[src/rtl/tsc_pkg.sv]
`default_nettype none

package tsc_pkg;

  // fixed result widths
  localparam int COUNT_WIDTH = 32;
  localparam int SUM_WIDTH   = 48;

  localparam logic [COUNT_WIDTH-1:0] COUNT_MAX = {COUNT_WIDTH{1'b1}};
  localparam logic [SUM_WIDTH-1:0]   SUM_MAX   = {SUM_WIDTH{1'b1}};

  // character codes
  localparam logic [7:0] CHAR_NUL     = 8'h00;
  localparam logic [7:0] CHAR_NEWLINE = 8'h0A;
  localparam logic [7:0] CHAR_BANG    = 8'h21;
  localparam logic [7:0] CHAR_DOT     = 8'h2E;
  localparam logic [7:0] CHAR_ZERO    = 8'h30;
  localparam logic [7:0] CHAR_NINE    = 8'h39;
  localparam logic [7:0] CHAR_QUERY   = 8'h3F;
  localparam logic [7:0] CHAR_UPPER_A = 8'h41;
  localparam logic [7:0] CHAR_UPPER_Z = 8'h5A;
  localparam logic [7:0] CHAR_LOWER_A = 8'h61;
  localparam logic [7:0] CHAR_LOWER_Z = 8'h7A;

  // input transaction
  typedef struct packed {
    logic [7:0] char_byte;
    logic       end_of_stream;
  } tsc_in_t;

  // result transaction
  typedef struct packed {
    logic [COUNT_WIDTH-1:0] char_total;
    logic [SUM_WIDTH-1:0]   number_sum;
    logic [COUNT_WIDTH-1:0] number_total;
    logic [COUNT_WIDTH-1:0] word_total;
    logic [COUNT_WIDTH-1:0] sentence_total;
    logic [COUNT_WIDTH-1:0] row_total;
  } tsc_out_t;

  // saturating increment
  function automatic logic [COUNT_WIDTH-1:0] bump_count(input logic [COUNT_WIDTH-1:0] v);
    logic [COUNT_WIDTH-1:0] r;
    r = (v == COUNT_MAX) ? v : v + 1'b1;
    return r;
  endfunction

endpackage

`default_nettype wire

[src/rtl/tsc_stats.sv]
`default_nettype none

module tsc_stats import tsc_pkg::*; #(
  parameter int NUMBER_WIDTH = 32
) (
  input  wire logic     clk_i,
  input  wire logic     rst_ni,
  input  wire logic     step_i,
  input  wire tsc_in_t  item_i,
  output tsc_out_t      totals_o
);

  localparam int ExtWidth = ((NUMBER_WIDTH > SUM_WIDTH) ? NUMBER_WIDTH : SUM_WIDTH) + 1;

  // per-stream flags
  logic prev_alnum_q, prev_alnum_d;
  logic in_number_q, in_number_d;
  logic in_word_q, in_word_d;
  logic row_nonempty_q, row_nonempty_d;
  logic sentence_has_word_q, sentence_has_word_d;
  logic [NUMBER_WIDTH-1:0] number_value_q, number_value_d;

  // totals
  logic [SUM_WIDTH-1:0]   sum_q, sum_d;
  logic [COUNT_WIDTH-1:0] char_q, char_d;
  logic [COUNT_WIDTH-1:0] number_q, number_d;
  logic [COUNT_WIDTH-1:0] word_q, word_d;
  logic [COUNT_WIDTH-1:0] sentence_q, sentence_d;
  logic [COUNT_WIDTH-1:0] row_q, row_d;

  logic                    eos;
  logic [7:0]              b;
  logic                    is_digit, is_letter, is_punct, is_newline;
  logic [3:0]              digit_diff;
  logic                    num_start, num_run, num_end;
  logic                    word_start, word_end;
  logic                    row_mid, sent_mid, row_end, sent_end;
  logic [NUMBER_WIDTH-1:0] base_value;
  logic [ExtWidth-1:0]     sum_ext;

  // byte classification; end of stream acts as a zero byte
  always_comb begin
    eos        = item_i.end_of_stream;
    b          = eos ? CHAR_NUL : item_i.char_byte;
    is_digit   = (b >= CHAR_ZERO) && (b <= CHAR_NINE);
    is_letter  = ((b >= CHAR_LOWER_A) && (b <= CHAR_LOWER_Z)) ||
                 ((b >= CHAR_UPPER_A) && (b <= CHAR_UPPER_Z));
    is_punct   = !eos && ((b == CHAR_DOT) || (b == CHAR_BANG) || (b == CHAR_QUERY));
    is_newline = eos || (b == CHAR_NEWLINE);
    digit_diff = 4'(b - CHAR_ZERO);
  end

  // number, word, sentence and row update
  always_comb begin
    num_start  = !prev_alnum_q && is_digit;
    num_run    = is_digit && (in_number_q || num_start);
    num_end    = !is_digit && in_number_q;
    word_start = !prev_alnum_q && is_letter;
    word_end   = !is_letter && in_word_q;

    // value accumulates in decimal and wraps
    base_value     = num_start ? '0 : number_value_q;
    number_value_d = num_run ?
                     ((base_value << 3) + (base_value << 1) + NUMBER_WIDTH'(digit_diff)) :
                     '0;
    in_number_d    = num_run;
    in_word_d      = is_letter && (in_word_q || word_start);

    // saturating sum of completed numbers
    sum_ext = ExtWidth'(sum_q) + ExtWidth'(number_value_q);
    sum_d   = sum_q;
    if (num_end) begin
      sum_d = (sum_ext > ExtWidth'(SUM_MAX)) ? SUM_MAX : sum_ext[SUM_WIDTH-1:0];
    end

    number_d = num_end ? bump_count(number_q) : number_q;
    word_d   = word_end ? bump_count(word_q) : word_q;

    row_mid  = row_nonempty_q || num_end || word_end;
    sent_mid = sentence_has_word_q || word_end;

    sent_end   = is_punct && sent_mid;
    sentence_d = sent_end ? bump_count(sentence_q) : sentence_q;
    sentence_has_word_d = sent_mid && !sent_end && !eos;

    row_end        = is_newline && row_mid;
    row_d          = row_end ? bump_count(row_q) : row_q;
    row_nonempty_d = row_mid && !row_end && !eos;

    prev_alnum_d = !eos && (is_digit || is_letter);
    char_d       = eos ? char_q : bump_count(char_q);
  end

  // state advances once per processed transaction
  always_ff @(posedge clk_i or negedge rst_ni) begin
    if (!rst_ni) begin
      prev_alnum_q        <= 1'b0;
      in_number_q         <= 1'b0;
      in_word_q           <= 1'b0;
      row_nonempty_q      <= 1'b0;
      sentence_has_word_q <= 1'b0;
      number_value_q      <= '0;
      sum_q               <= '0;
      char_q              <= '0;
      number_q            <= '0;
      word_q              <= '0;
      sentence_q          <= '0;
      row_q               <= '0;
    end else if (step_i) begin
      prev_alnum_q        <= prev_alnum_d;
      in_number_q         <= in_number_d;
      in_word_q           <= in_word_d;
      row_nonempty_q      <= row_nonempty_d;
      sentence_has_word_q <= sentence_has_word_d;
      number_value_q      <= number_value_d;
      sum_q               <= sum_d;
      char_q              <= char_d;
      number_q            <= number_d;
      word_q              <= word_d;
      sentence_q          <= sentence_d;
      row_q               <= row_d;
    end
  end

  // totals registers double as the result register
  always_comb begin
    totals_o.char_total     = char_q;
    totals_o.number_sum     = sum_q;
    totals_o.number_total   = number_q;
    totals_o.word_total     = word_q;
    totals_o.sentence_total = sentence_q;
    totals_o.row_total      = row_q;
  end

endmodule

`default_nettype wire

[src/rtl/text_statistics_counter.sv]
// Text statistics counter.
// Input channel (in_valid_i / in_stall_o / in_data_i) carries one text byte
// or an end-of-stream marker per transaction. Output channel (out_valid_o /
// out_stall_i / out_data_o) returns one result per input transaction: the
// running byte, number, word, sentence and row totals plus the number sum.
// Each input transaction lands in an input register; the update logic then
// runs and the totals registers, which form the output register, load the
// new result. One transaction per cycle is sustained while the receiver
// does not stall, with a single update stage between the two registers.
// When the receiver stalls, the result holds; if the input register is
// empty, one more input transaction is still taken into it, after which
// in_stall_o follows out_stall_i until the result is taken.
// Reset clears all totals, the per-stream flags and both valid bits.
// An end-of-stream transaction closes any open number, word and row and
// clears the per-stream flags; totals carry over into the next stream.
`default_nettype none

module text_statistics_counter import tsc_pkg::*; #(
  parameter int NUMBER_WIDTH = 32
) (
  input  wire logic     clk_i,
  input  wire logic     rst_ni,
  input  wire logic     in_valid_i,
  output logic          in_stall_o,
  input  wire tsc_in_t  in_data_i,
  output logic          out_valid_o,
  input  wire logic     out_stall_i,
  output tsc_out_t      out_data_o
);

  logic    in_valid_q, in_valid_d;
  tsc_in_t in_q;
  logic    out_valid_q, out_valid_d;
  logic    advance, in_accept, step;

  // handshake control
  always_comb begin
    advance     = !out_valid_q || !out_stall_i;
    in_stall_o  = in_valid_q && !advance;
    in_accept   = in_valid_i && !in_stall_o;
    step        = in_valid_q && advance;
    in_valid_d  = in_accept || (in_valid_q && !advance);
    out_valid_d = step || (out_valid_q && !advance);
  end

  // valid bits
  always_ff @(posedge clk_i or negedge rst_ni) begin
    if (!rst_ni) begin
      in_valid_q  <= 1'b0;
      out_valid_q <= 1'b0;
    end else begin
      in_valid_q  <= in_valid_d;
      out_valid_q <= out_valid_d;
    end
  end

  // input register
  always_ff @(posedge clk_i) begin
    if (in_accept) begin
      in_q <= in_data_i;
    end
  end

  // update logic and totals
  tsc_stats #(
    .NUMBER_WIDTH(NUMBER_WIDTH)
  ) u_stats (
    .clk_i   (clk_i),
    .rst_ni  (rst_ni),
    .step_i  (step),
    .item_i  (in_q),
    .totals_o(out_data_o)
  );

  assign out_valid_o = out_valid_q;

endmodule

`default_nettype wire

[config.mk]
export PLATFORM = sky130hd
export DESIGN_NAME = text_statistics_counter
export DESIGN_NICKNAME = d
export VERILOG_FILES = /design/src/rtl/tsc_pkg.sv /design/src/rtl/tsc_stats.sv /design/src/rtl/text_statistics_counter.sv
export SDC_FILE = /design/constraint.sdc
export NUM_CORES = 1
export LEC_CHECK = 0
export BUFFER_PORTS_ARGS = -buffer_cell sky130_fd_sc_hd__buf_2
export CAP_MARGIN = 10
export CORE_AREA = 4 4 155 187
export CTS_BUF_LIST = sky130_fd_sc_hd__clkbuf_4
export DETAILED_ROUTE_END_ITERATION = 10
export DIE_AREA = 0 0 159 191
export PLACE_DENSITY = 0.77
export SLEW_MARGIN = 20
export SYNTH_ARGS = -nofsm -noshare
export SYNTH_HDL_FRONTEND = slang
export SYNTH_HIERARCHICAL = 1
export SYNTH_SLANG_ARGS = --single-unit
export TNS_END_PERCENT = 30
[constraint.sdc]
create_clock -name clk_i -period 11.55 [get_ports clk_i]
set_input_delay 1.155 -clock clk_i [delete_from_list [all_inputs] [get_ports clk_i]]
set_output_delay 1.155 -clock clk_i [all_outputs]
set_load 0.005 [all_outputs]
==> results of run 1 <==
cells in the final DEF (no fill, tap or decap), types with 48 or more instances in the layout:
cell type and n:
nand4_1 48, ha_1 95, nand3_1 62, xnor2_1 146, a21oi_1 78, buf_2 221
dfrtp_1 247, xor2_1 69, nand2_1 126, clkbuf_4 96, nor2_1 90
worst max path at each step:
| stage | endpoint | cells past startpoint |
|---|---|---|
| 2_1_floorplan | u_stats/number_value_q[30]$_DFFE_PN0P_ | 16 |
| 3_3_place_gp | u_stats/number_value_q[30]$_DFFE_PN0P_ | 15 |
| 3_5_place_dp | u_stats/number_value_q[30]$_DFFE_PN0P_ | 15 |
| 4_1_cts | u_stats/number_value_q[30]$_DFFE_PN0P_ | 15 |
| 5_1_grt | u_stats/number_value_q[30]$_DFFE_PN0P_ | 16 |
| 6_report | u_stats/number_value_q[30]$_DFFE_PN0P_ | 16 |
cell usage after synthesis, drive strengths merged, types with 23 or more instances:
| cell type | n | area (µm²) |
|---|---|---|
| a21o | 25 | 189 |
| a21oi | 98 | 656 |
| a22o | 30 | 263 |
| and2 | 45 | 287 |
| and3 | 51 | 335 |
| and4 | 25 | 224 |
| dfrtp | 247 | 6180 |
| ha | 95 | 1190 |
| inv | 29 | 109 |
| nand2 | 126 | 473 |
| nand3 | 64 | 330 |
| nand4 | 50 | 343 |
| nor2 | 91 | 342 |
| nor3 | 23 | 151 |
| o21ai | 28 | 140 |
| xnor2 | 146 | 1280 |
| xor2 | 69 | 604 |
power by group through the flow:
| stage | Clock [mW] | Sequential, mW | Combinational [mW] |
|---|---|---|---|
| 3_5_place_dp | 0 | 1.05 | 0.320 |
| 3_3_place_gp | 0 | 1.04 | 0.315 |
| 2_1_floorplan | 0 | 1.04 | 0.198 |
| 6_report | 0.795 | 1.03 | 0.318 |
| 5_1_grt | 0.869 | 1.04 | 0.356 |
| 4_1_cts | 0.821 | 1.03 | 0.321 |
per-stage QoR:
stage               cells  cell area (µm²)  power, mW   util
floorplan            1435            14800       1.24      -
global placement     1970            16200       1.36  0.600
detailed placement   1970            16200       1.36  0.600
CTS                  2081            17000       2.17  0.631
global route         2085            17100       2.26  0.632
finish               2087            17100       2.14  0.632
cell type report:
type / count / area (µm²) / area share
Sequential cell: 256 / 6450 / 0.378
Inverter: 30 / 113 / 0.00660
Clock inverter: 15 / 114 / 0.00667
Multi-Input combinational cell: 1115 / 8040 / 0.471
Antenna cell: 5 / 12.5 / 0.000733
Tap cell: 340 / 425 / 0.0249
Timing Repair Buffer: 230 / 1180 / 0.0694
Clock buffer: 96 / 721 / 0.0422
cells by family (layout without fill, tap and decap cells):
| kind of cell | after synthesis | count (layout) |
|---|---|---|
| adders and majority gates | 97 | 97 |
| AOI/OAI and AO/OA | 275 | 275 |
| other | 0 | 5 |
| and+or+nand+nor | 521 | 521 |
| muxes | 7 | 7 |
| xor gates and xnor gates | 215 | 215 |
| DFF | 256 | 256 |
| buffers and inverters | 64 | 371 |
metal layers:
metal,up-vias,part of all wire,GRT usage
met5,-,0.00020,0
met4,2,0.028,0.0868
met3,79,0.072,0.0712
li1,5725,-,-
met1,5767,0.41,0.274
met2,329,0.49,0.388
flip-flops by register name, indices dropped and copies added (netlist names), 9 cells and up, named ones only:
name / cells
u_stats/sum_q: 48
u_stats/char_q: 32
u_stats/number_q: 32
u_stats/number_value_q: 32
u_stats/row_q: 32
u_stats/sentence_q: 32
u_stats/word_q: 32
in_q: 9
==> metrics.md, run 1 <==
| Metric | Value |
|---|---|
| Final WL | `35,000 µm` |
| Clock power share | `0.371` |
| RSZ-0062 raised after global routing | `no` |
| F_max | `193 MHz` |
| Xor/xnor share of the synthesized area | `0.127` |
| Final ANT Viol Nets | `0` |
| Worst Hold End | `u_stats/char_q[5]$_DFFE_PN0P_` |
| Chip Width | `159 µm` |
| Internal Dissipation | `1.52 mW` |
| Syn_nets | `1,545` |
| Worst reg2reg endpoint | `u_stats/number_value_q[30]$_DFFE_PN0P_` |
| Outcome | `finished, final reports clean` |
| Postcts setup bufs | `0` |
| H-tree lvl count | `3` |
| Layout net count | `1,811` |
| Sw Pwr | `0.619 mW` |
| Crit Path Class | `register to register` |
| Fin crit share | `0.448` |
| Initial antenna violation count | `3` |
| Fraction of registers with async set/reset | `0.965` |
| Synthesized cell area | `14,800 µm²` |
| Most used cell, CP | `a21oi_1` |
| Congestion Overflow GR | `0` |
| Simple logic cell fraction of the synthesized area | `0.191` |
| Main combinational cell family by area after synthesis | `simple AND/OR/NAND/NOR gates` |
| First-pass detailed-route iteration total | `5` |
| Final Hold Fails | `0` |
| Hold WS | `483 ps` |
| Tmin final | `5180 ps` |
| Sequential area share after synthesis | `0.435` |
| Buf+Inv Stages, Crit Path | `1` |
| DRT iter0 DRCs | `543` |
| Die Ht | `191 µm` |
| Switching Share | `0.289` |
| Peak supply drop | `0.0761 mV` |
| Critical Path Sink Type | `register` |
| Mapped Cells | `1,435` |
| Comb power frac | `0.149` |
| Clk root buf | `clkbuf_4` |
| Pre-CTS WS | `6020 ps` |
| Delay-heaviest family, CP | `compound AO/OA/AOI/OAI gates` |
| Distinct cells, synth | `80` |
| Worst Setup Start Kind | `register` |
| Hold Path Stages | `1` |
| Power Density | `125 nW/µm²` |
| Sink Count | `256` |
| Starting Density | `0.549` |
| First-pass GRT wire length | `58,600 µm` |
| Syn_area_per_cell | `10.3 µm²` |
| Clock buffer depth | `3` |
| Fillcell total | `2,244` |
| Slack of the critical path | `6370 ps` |
| Hold_sp | `u_stats/char_q[5]$_DFFE_PN0P_` |
| Relative slew slack | `0.316` |
| Seq pwr share | `0.480` |
| Setup TNS | `0 ps` |
| Compound-cell area share of the yosys netlist | `0.136` |
| Core area | `27,000 µm²` |
| EDFF count, synth | `9` |
| Leakage power | `8.82 nW` |
| Residual DRC | `0` |
| Worst hold path type | `register to register` |
| Reg clk slew, reported paths | `70 ps` |
| Share of cells above drive strength 1 | `0.225` |
| Crit-path max FO | `19` |
| Pins over their slew limit | `0` |
| Post-Synth Adder-Cell Area | `0.0829` |
| Worst-Margin Slew | `1020 ps` |
| Post-CTS Hold Buffers | `0` |
| WL per Instance | `16.8 µm` |
| CTS Buf Count | `68` |
| Die area | `30,400 µm²` |
| CP arrival | `5720 ps` |
| CP Data Required Time | `12,100 ps` |
| Reg2reg path depth | `16` |
| Area grow syn2layout | `15.2%` |
| PostCTS Resize Cnt | `0` |
| Worst path slowest cell | `nor4b_1` |
| I/O pin total | `223` |
| Vias per inst | `5.70` |
| Total track usage | `0.228` |
| Hpwl dp | `25,700 µm` |
| Top FF cell, synth | `dfrtp_1` |
| Post-synthesis mux area share | `0.00524` |
| Final Skew | `34.8 ps` |
| Worst Setup SP | `in_q[0]$_DFFE_PP_` |
| Placer Congestion | `0.930` |
| TritonCTS clock tree | `done` |
| Site Rows | `66` |
| Largest net degree at the start of global routing | `124` |
| YS warnings | `6` |
| Via Count | `11,900` |
| Max-cap violation count | `0` |
| Endpoints failing setup | `0` |
| Port bufs | `222` |
| Reg-to-reg slack, setup | `6370 ps` |
| CP Cell Sequence | `nor4b_1 > nand4_1 > buf_6 > and2_1 > ha_1 > ha_1 > fa_1 > a21oi_1 > a2bb2oi_1 > o211ai_1 > a21oi_1 > o21ai_0 > a21oi_1 > o21ai_0 > xor2_1 > a22o_1` |
| CP peak stage delay | `580 ps` |
| Crit Reg-Reg Startpoint | `in_q[0]$_DFFE_PP_` |
| Flops & latches, synth | `256` |
| Clk_lat worst skew | `660 ps` |
| Vias in the first global route | `12,100` |
No activity file was read; power rests on OpenSTA's default activity.
==> run 2: changes to the inputs <==
clock period = 4.9 ns   (was 11.55 ns; I/O delays follow)
==> run 2 against run 1 <==
Worst setup slack got worse by 6000 ps; sequential share of layout area shrank 0.26 points; utilization rose by 0.44 points; largest power group unchanged.
==> metrics.md, run 2 (synthesis gave the netlist of run 1 again) <==
| Metric | Value |
|---|---|
| Endpoints failing setup | `0 (unchanged)` |
| Crit Reg-Reg Startpoint | `in_q[0]$_DFFE_PP_ (unchanged)` |
| Final WL | `35,400 µm (was 35,000 µm)` |
| CP Data Required Time | `5450 ps (was 12,100 ps)` |
| CTS Buf Count | `69 (was 68)` |
| H-tree lvl count | `3 (unchanged)` |
| Final ANT Viol Nets | `0 (unchanged)` |
| Largest net degree at the start of global routing | `138 (was 124)` |
| Worst-Margin Slew | `1060 ps (was 1020 ps)` |
| Met2 Wirelength | `17,800 µm (was 17,100 µm)` |
| F_max | `221 MHz (was 193 MHz)` |
| Worst hold path type | `input port to register (was register to register)` |
| Leakage power | `8.88 nW (was 8.82 nW)` |
| Final Skew | `34.6 ps (was 34.8 ps)` |
| Pins over their slew limit | `0 (unchanged)` |
| Sink Count | `256 (unchanged)` |
| Site Rows | `66 (unchanged)` |
| Die Ht | `191 µm (unchanged)` |
| Fin crit share | `0.922 (was 0.448)` |
| Crit Path Class | `register to register (unchanged)` |
| Critical Path Sink Type | `register (unchanged)` |
| Hold Path Stages | `2 (was 1)` |
| Max-cap violation count | `0 (unchanged)` |
| Chip Width | `159 µm (unchanged)` |
| Vias in the first global route | `12,200 (was 12,100)` |
| Clk root buf | `clkbuf_4 (unchanged)` |
| Reg-to-reg slack, setup | `380 ps (was 6370 ps)` |
| Starting Density | `0.549 (unchanged)` |
| Peak supply drop | `0.249 mV (was 0.0761 mV)` |
| Max reg flops | `48 (unchanged)` |
| Via Count | `11,900 (about the same)` |
| Core area | `27,000 µm² (unchanged)` |
| Initial antenna violation count | `1 (was 3)` |
| Clk_lat worst skew | `670 ps (was 660 ps)` |
| Non-filler cells, final | `2,099 (was 2,087)` |
| Residual DRC | `0 (unchanged)` |
| Area grow syn2layout | `16.0% (was 15.2%)` |
| Setup TNS | `0 ps (unchanged)` |
| Hpwl dp | `25,800 µm (was 25,700 µm)` |
| Commonest non-fill, non-tap cell in the layout | `dfrtp_1 (unchanged)` |
| Hold_sp | `out_stall_i (was u_stats/char_q[5]$_DFFE_PN0P_)` |
| Congestion Overflow GR | `0 (unchanged)` |
| Placer Congestion | `0.906 (was 0.930)` |
| Post-Route Utilization | `0.636 (was 0.632)` |
| Relative slew slack | `0.288 (was 0.316)` |
| CP arrival | `5070 ps (was 5720 ps)` |
| First-pass detailed-route iteration total | `5 (unchanged)` |
| Layout net count | `1,823 (was 1,811)` |
| Power Density | `292 nW/µm² (was 125 nW/µm²)` |
| Outcome | `finished, final reports clean (unchanged)` |
| Crit-path max FO | `29 (was 19)` |
| Reg clk slew, reported paths | `70 ps (about the same)` |
| First-pass GRT wire length | `59,100 µm (was 58,600 µm)` |
| Die area | `30,400 µm² (unchanged)` |
| Reg2reg path depth | `15 (was 16)` |
| Placed insts | `1,970 (unchanged)` |
| Total track usage | `0.231 (was 0.228)` |
| Tmin final | `4520 ps (was 5180 ps)` |
| Top sig layer | `met4 (was met5)` |
| WL per Instance | `16.8 µm (about the same)` |
| I/O pin total | `223 (unchanged)` |
| Clock buffer depth | `3 (unchanged)` |
| Worst reg2reg endpoint | `u_stats/number_value_q[30]$_DFFE_PN0P_ (unchanged)` |
| Port bufs | `222 (unchanged)` |
| Vias per inst | `5.69 (was 5.70)` |
| Worst Setup Start Kind | `register (unchanged)` |
| DRT iter0 DRCs | `544 (was 543)` |
| Final Hold Fails | `0 (unchanged)` |
| TritonCTS clock tree | `done (unchanged)` |
| RSZ-0062 raised after global routing | `no (unchanged)` |
| Post-Route M1 WL | `14,200 µm (was 14,400 µm)` |
| Share of cells above drive strength 1 | `0.224 (was 0.225)` |
| Top reg by flops | `u_stats/sum_q (unchanged)` |
| WL met3 | `2550 µm (was 2520 µm)` |
| Most frequent cells in the layout | `247 x dfrtp_1, 221 x buf_2, 146 x xnor2_1 (unchanged)` |
## run 2: cell count changes in the layout (fill, tap and decap cells not counted), sizes merged
cell,change
dlygate4sd3,+11
clkinv,+6
diode,-4
inv,+3
clkbuf,-2
bufinv,-1
clkinvlp,-1
## run 2: layout make-up
| type | instances | area [µm²] |
|---|---|---|
| Sequential cell | 256 | 6450 |
| Multi-Input combinational cell | 1115 | 8050 |
| Fill cell | 2207 | 9820 |
| Tap cell | 340 | 425 |
| Clock inverter | 22 | 113 |
| Antenna cell | 1 | 2.50 |
| Timing Repair Buffer | 241 | 1320 |
| Clock buffer | 94 | 706 |
| Inverter | 30 | 113 |
## run 2: worst max path at each step
stage / from / end / slack, ps / depth (start not counted)
2_1_floorplan: in_q[0]$_DFFE_PP_ / u_stats/number_value_q[30]$_DFFE_PN0P_ / 770 / 16
3_3_place_gp: in_q[0]$_DFFE_PP_ / u_stats/number_value_q[30]$_DFFE_PN0P_ / 340 / 15
3_5_place_dp: in_q[0]$_DFFE_PP_ / u_stats/number_value_q[30]$_DFFE_PN0P_ / 140 / 15
4_1_cts: in_q[0]$_DFFE_PP_ / u_stats/number_value_q[30]$_DFFE_PN0P_ / 160 / 15
5_1_grt: in_q[0]$_DFFE_PP_ / u_stats/number_value_q[30]$_DFFE_PN0P_ / 60 / 15
6_report: in_q[0]$_DFFE_PP_ / u_stats/number_value_q[30]$_DFFE_PN0P_ / 380 / 15
## run 2: layer usage
layer / track usage / vias up
met3: 0.0699 / 71
li1: - / 5767
met4: 0.0775 / 0
met1: 0.270 / 5733
met5: 0 / -
met2: 0.407 / 368
## run 2: power by group
| part | internal [mW] | switching (mW) |
|---|---|---|
| Clock | 0.940 | 0.886 |
| Combinational | 0.325 | 0.440 |
| Sequential | 2.27 | 0.156 |
| Total | 3.53 | 1.48 |
## run 2: worst max-delay path, stage by stage (launching register included)
cell and delay [ps]:
edfxtp_1 470, nor4b_2 440, nand4_1 230, buf_4 260, and2_1 210, ha_1 360
fa_1 490, a21oi_1 220, a2bb2oi_1 280, o211ai_1 250, a21oi_1 320, o21ai_0 200
a21oi_1 220, o21ai_0 120, xor2_1 160, a22o_1 190
## run 2: timing repair
action / CTS / global route
setup endpoints to repair: 0 / 4
resized for setup: 0 / 1
hold buffers: 11 / 0
endpoints found under the hold margin: 137 / 0
buffers inserted: 0 / 0
## run 2: through the flow
stage	hold WS (ps)	instance area, µm²	setup WS [ps]	power (mW)
2_1_floorplan	194	14800	775	2.91
3_3_place_gp	470	16200	342	3.20
3_5_place_dp	474	16200	139	3.22
4_1_cts	6.20	17100	162	5.09
5_1_grt	41.7	17200	63.6	5.31
6_report	89.0	17200	383	5.01
==> run 3: changes to the inputs <==
GPL_TIMING_DRIVEN = 0   (was default)
==> run 3 against run 2 <==
Utilization grew 1.0 points; count of clock-buffer cells in the layout grew 16; global-route usage grew 0.35 points; critical endpoint unchanged; worst hold slack lost 8.0 ps; total power grew 3.2%; first-iteration DRC count shrank 15%; clock skew grew 27 ps; worst setup slack lost 87 ps; non-clock buffer count grew 29.
==> metrics.md, run 3 (synthesis gave the netlist of run 1 again) <==
| Metric | Value |
|---|---|
| Chip Width | `159 µm (unchanged)` |
| Leakage power | `9.03 nW (was 8.88 nW)` |
| Layout net count | `1,853 (was 1,823)` |
| Clk root buf | `clkbuf_4 (unchanged)` |
| Sink Count | `256 (unchanged)` |
| Final Skew | `61.7 ps (was 34.6 ps)` |
| Core area | `27,000 µm² (unchanged)` |
| Fillcell total | `2,195 (was 2,207)` |
| Starting Density | `0.549 (unchanged)` |
| Share of cells above drive strength 1 | `0.236 (was 0.224)` |
| WL per Instance | `16.6 µm (was 16.8 µm)` |
| Final WL | `35,500 µm (was 35,400 µm)` |
| I/O pin total | `223 (unchanged)` |
| Crit-path max FO | `10 (was 29)` |
| Most used cell, CP | `a21oi_1 (unchanged)` |
| Most frequent cells in the layout | `247 x dfrtp_1, 231 x buf_2, 146 x xnor2_1 (was 247 x dfrtp_1, 221 x buf_2, 146 x xnor2_1)` |
| Outcome | `finished, final reports clean (unchanged)` |
| Setup TNS | `0 ps (unchanged)` |
| Pins over their slew limit | `0 (unchanged)` |
| Final Hold Fails | `0 (unchanged)` |
| H-tree lvl count | `3 (unchanged)` |
| Congestion Overflow GR | `0 (unchanged)` |
| First-pass GRT wire length | `59,900 µm (was 59,100 µm)` |
| Pwr Total | `5.17 mW (was 5.01 mW)` |
| Final instance area | `17,500 µm² (was 17,200 µm²)` |
| Tmin final | `4600 ps (was 4520 ps)` |
| Hold WS | `81.0 ps (was 89.0 ps)` |
| Crit Path Class | `register to register (unchanged)` |
| Final ANT Viol Nets | `0 (unchanged)` |
| Relative slew slack | `0.425 (was 0.288)` |
| Worst-Margin Slew | `849 ps (was 1060 ps)` |
| Worst path slowest cell | `edfxtp_1 (was fa_1)` |
| Post-Route Utilization | `0.647 (was 0.636)` |
| F_max | `217 MHz (was 221 MHz)` |
| First-pass detailed-route iteration total | `5 (unchanged)` |
| Worst hold path type | `input port to register (unchanged)` |
| Hpwl dp | `26,700 µm (was 25,800 µm)` |
| Clk_lat worst skew | `700 ps (was 670 ps)` |
| Max reg flops | `48 (unchanged)` |
| Peak supply drop | `0.218 mV (was 0.249 mV)` |
| Vias per inst | `5.56 (was 5.69)` |
| RSZ-0062 raised after global routing | `no (unchanged)` |
| CP Cell Sequence | `nor4b_2 > nand4_1 > clkbuf_2 > and2_1 > ha_1 > ha_1 > fa_1 > a21oi_1 > a2bb2oi_1 > o211ai_1 > a21oi_1 > o21ai_1 > a21oi_1 > o21ai_0 > xor2_1 > a22o_1 (was nor4b_2 > nand4_1 > buf_4 > and2_1 > ha_1 > fa_1 > a21oi_1 > a2bb2oi_1 > o211ai_1 > a21oi_1 > o21ai_0 > a21oi_1 > o21ai_0 > xor2_1 > a22o_1)` |
| DRT iter0 DRCs | `463 (was 544)` |
| Clock buffer depth | `3 (unchanged)` |
| Max-cap violation count | `0 (unchanged)` |
| Commonest non-fill, non-tap cell in the layout | `dfrtp_1 (unchanged)` |
| Endpoints failing setup | `0 (unchanged)` |
| CP arrival | `5140 ps (was 5070 ps)` |
| Area grow syn2layout | `17.9% (was 16.0%)` |
| Die Ht | `191 µm (unchanged)` |
| Top reg by flops | `u_stats/sum_q (unchanged)` |
| Vias in the first global route | `12,300 (was 12,200)` |
| Fin crit share | `0.940 (was 0.922)` |
| Placer Congestion | `0.900 (was 0.906)` |
| CP peak stage delay | `490 ps (about the same)` |
| Die area | `30,400 µm² (unchanged)` |
| Via Count | `11,900 (about the same)` |
| Port bufs | `222 (unchanged)` |
| Reg clk slew, reported paths | `70 ps (about the same)` |
| Site Rows | `66 (unchanged)` |
| Worst Setup Start Kind | `register (unchanged)` |
| Total track usage | `0.234 (was 0.231)` |
| Power Density | `296 nW/µm² (was 292 nW/µm²)` |
| CP Data Required Time | `5440 ps (was 5450 ps)` |
| TritonCTS clock tree | `done (unchanged)` |
| CTS Buf Count | `70 (was 69)` |
| Largest net degree at the start of global routing | `101 (was 138)` |
| Critical Path Sink Type | `register (unchanged)` |
| Initial antenna violation count | `3 (was 1)` |
| Residual DRC | `0 (unchanged)` |
| Post-DP Area | `16,400 µm² (was 16,200 µm²)` |
## run 3: cell types whose count changed in the layout (fill, tap and decap cells not counted), moves of 3 or more
cell | previous run | this run
clkbuf_4 | 94 | 110
clkbuf_1 | 0 | 13
buf_2 | 221 | 231
clkinv_1 | 16 | 10
buf_6 | 0 | 3
clkinv_2 | 3 | 0
clkinvlp_4 | 0 | 3
## run 3: cell type report
| cell class | instances | area [µm²] | area share |
|---|---|---|---|
| Timing Repair Buffer | 236 | 1290 | 0.0741 |
| Antenna cell | 2 | 5.00 | 0.000287 |
| Tap cell | 340 | 425 | 0.0244 |
| Clock buffer | 110 | 826 | 0.0473 |
| Clock inverter | 14 | 90.1 | 0.00516 |
| Inverter | 30 | 113 | 0.00645 |
| Buffer | 34 | 215 | 0.0123 |
| Multi-Input combinational cell | 1115 | 8040 | 0.461 |
| Sequential cell | 256 | 6450 | 0.369 |
## run 3: where the power goes
group,internal (mW),switching (mW)
logic,0.331,0.447
clock network,1.07,0.900
registers,2.27,0.158
total,3.67,1.51
## run 3: repair_timing
item	in CTS	in global routing
resized for setup	1	3
endpoints found under the setup margin	4	2
setup buffers	1	0
hold buffers	11	0
pin swaps	1	0
hold endpoints to repair	97	0
## run 3: per-stage QoR
stage / instances / setup slack [ps]
finish: 2137 / 296
global route: 2137 / 15.4
CTS: 2135 / 207
detailed placement: 1999 / -184
global placement: 1997 / -1080
floorplan: 1435 / 775
## run 3: worst max-delay path: cells and delay by family, from the launching register on
family,cells,cell delay (ps)
adders and majority gates,3,930
AOI/OAI and AO/OA,8,1780
DFF,1,490
xor gates and xnor gates,1,170
and+or+nand+nor,3,870
buffers and inverters,1,230
## run 3: routing by layer
metal	GRT usage	part of all wire	wire length, µm	up-vias
met5	0	0.00037	13	-
met4	0.0902	0.028	982	2
met3	0.0740	0.068	2420	69
met2	0.403	0.49	17600	299
met1	0.275	0.41	14500	5705
li1	-	-	-	5806
## run 3: path summary, 6_finish.rpt
path                                                start                                      to  slack, ps  cells past startpoint
hold reg to reg            u_stats/char_q[11]$_DFFE_PN0P_          u_stats/char_q[11]$_DFFE_PN0P_        480                      1
max in group asynchronous                          rst_ni          u_stats/word_q[31]$_DFFE_PN0P_       3230                      4
setup / recovery                        in_q[0]$_DFFE_PP_  u_stats/number_value_q[30]$_DFFE_PN0P_        300                     16
setup reg to reg                        in_q[0]$_DFFE_PP_  u_stats/number_value_q[30]$_DFFE_PN0P_        300                     16
hold / removal                                out_stall_i                                register         80                      2
min in group asynchronous                          rst_ni        u_stats/number_q[12]$_DFFE_PN0P_        410                      2
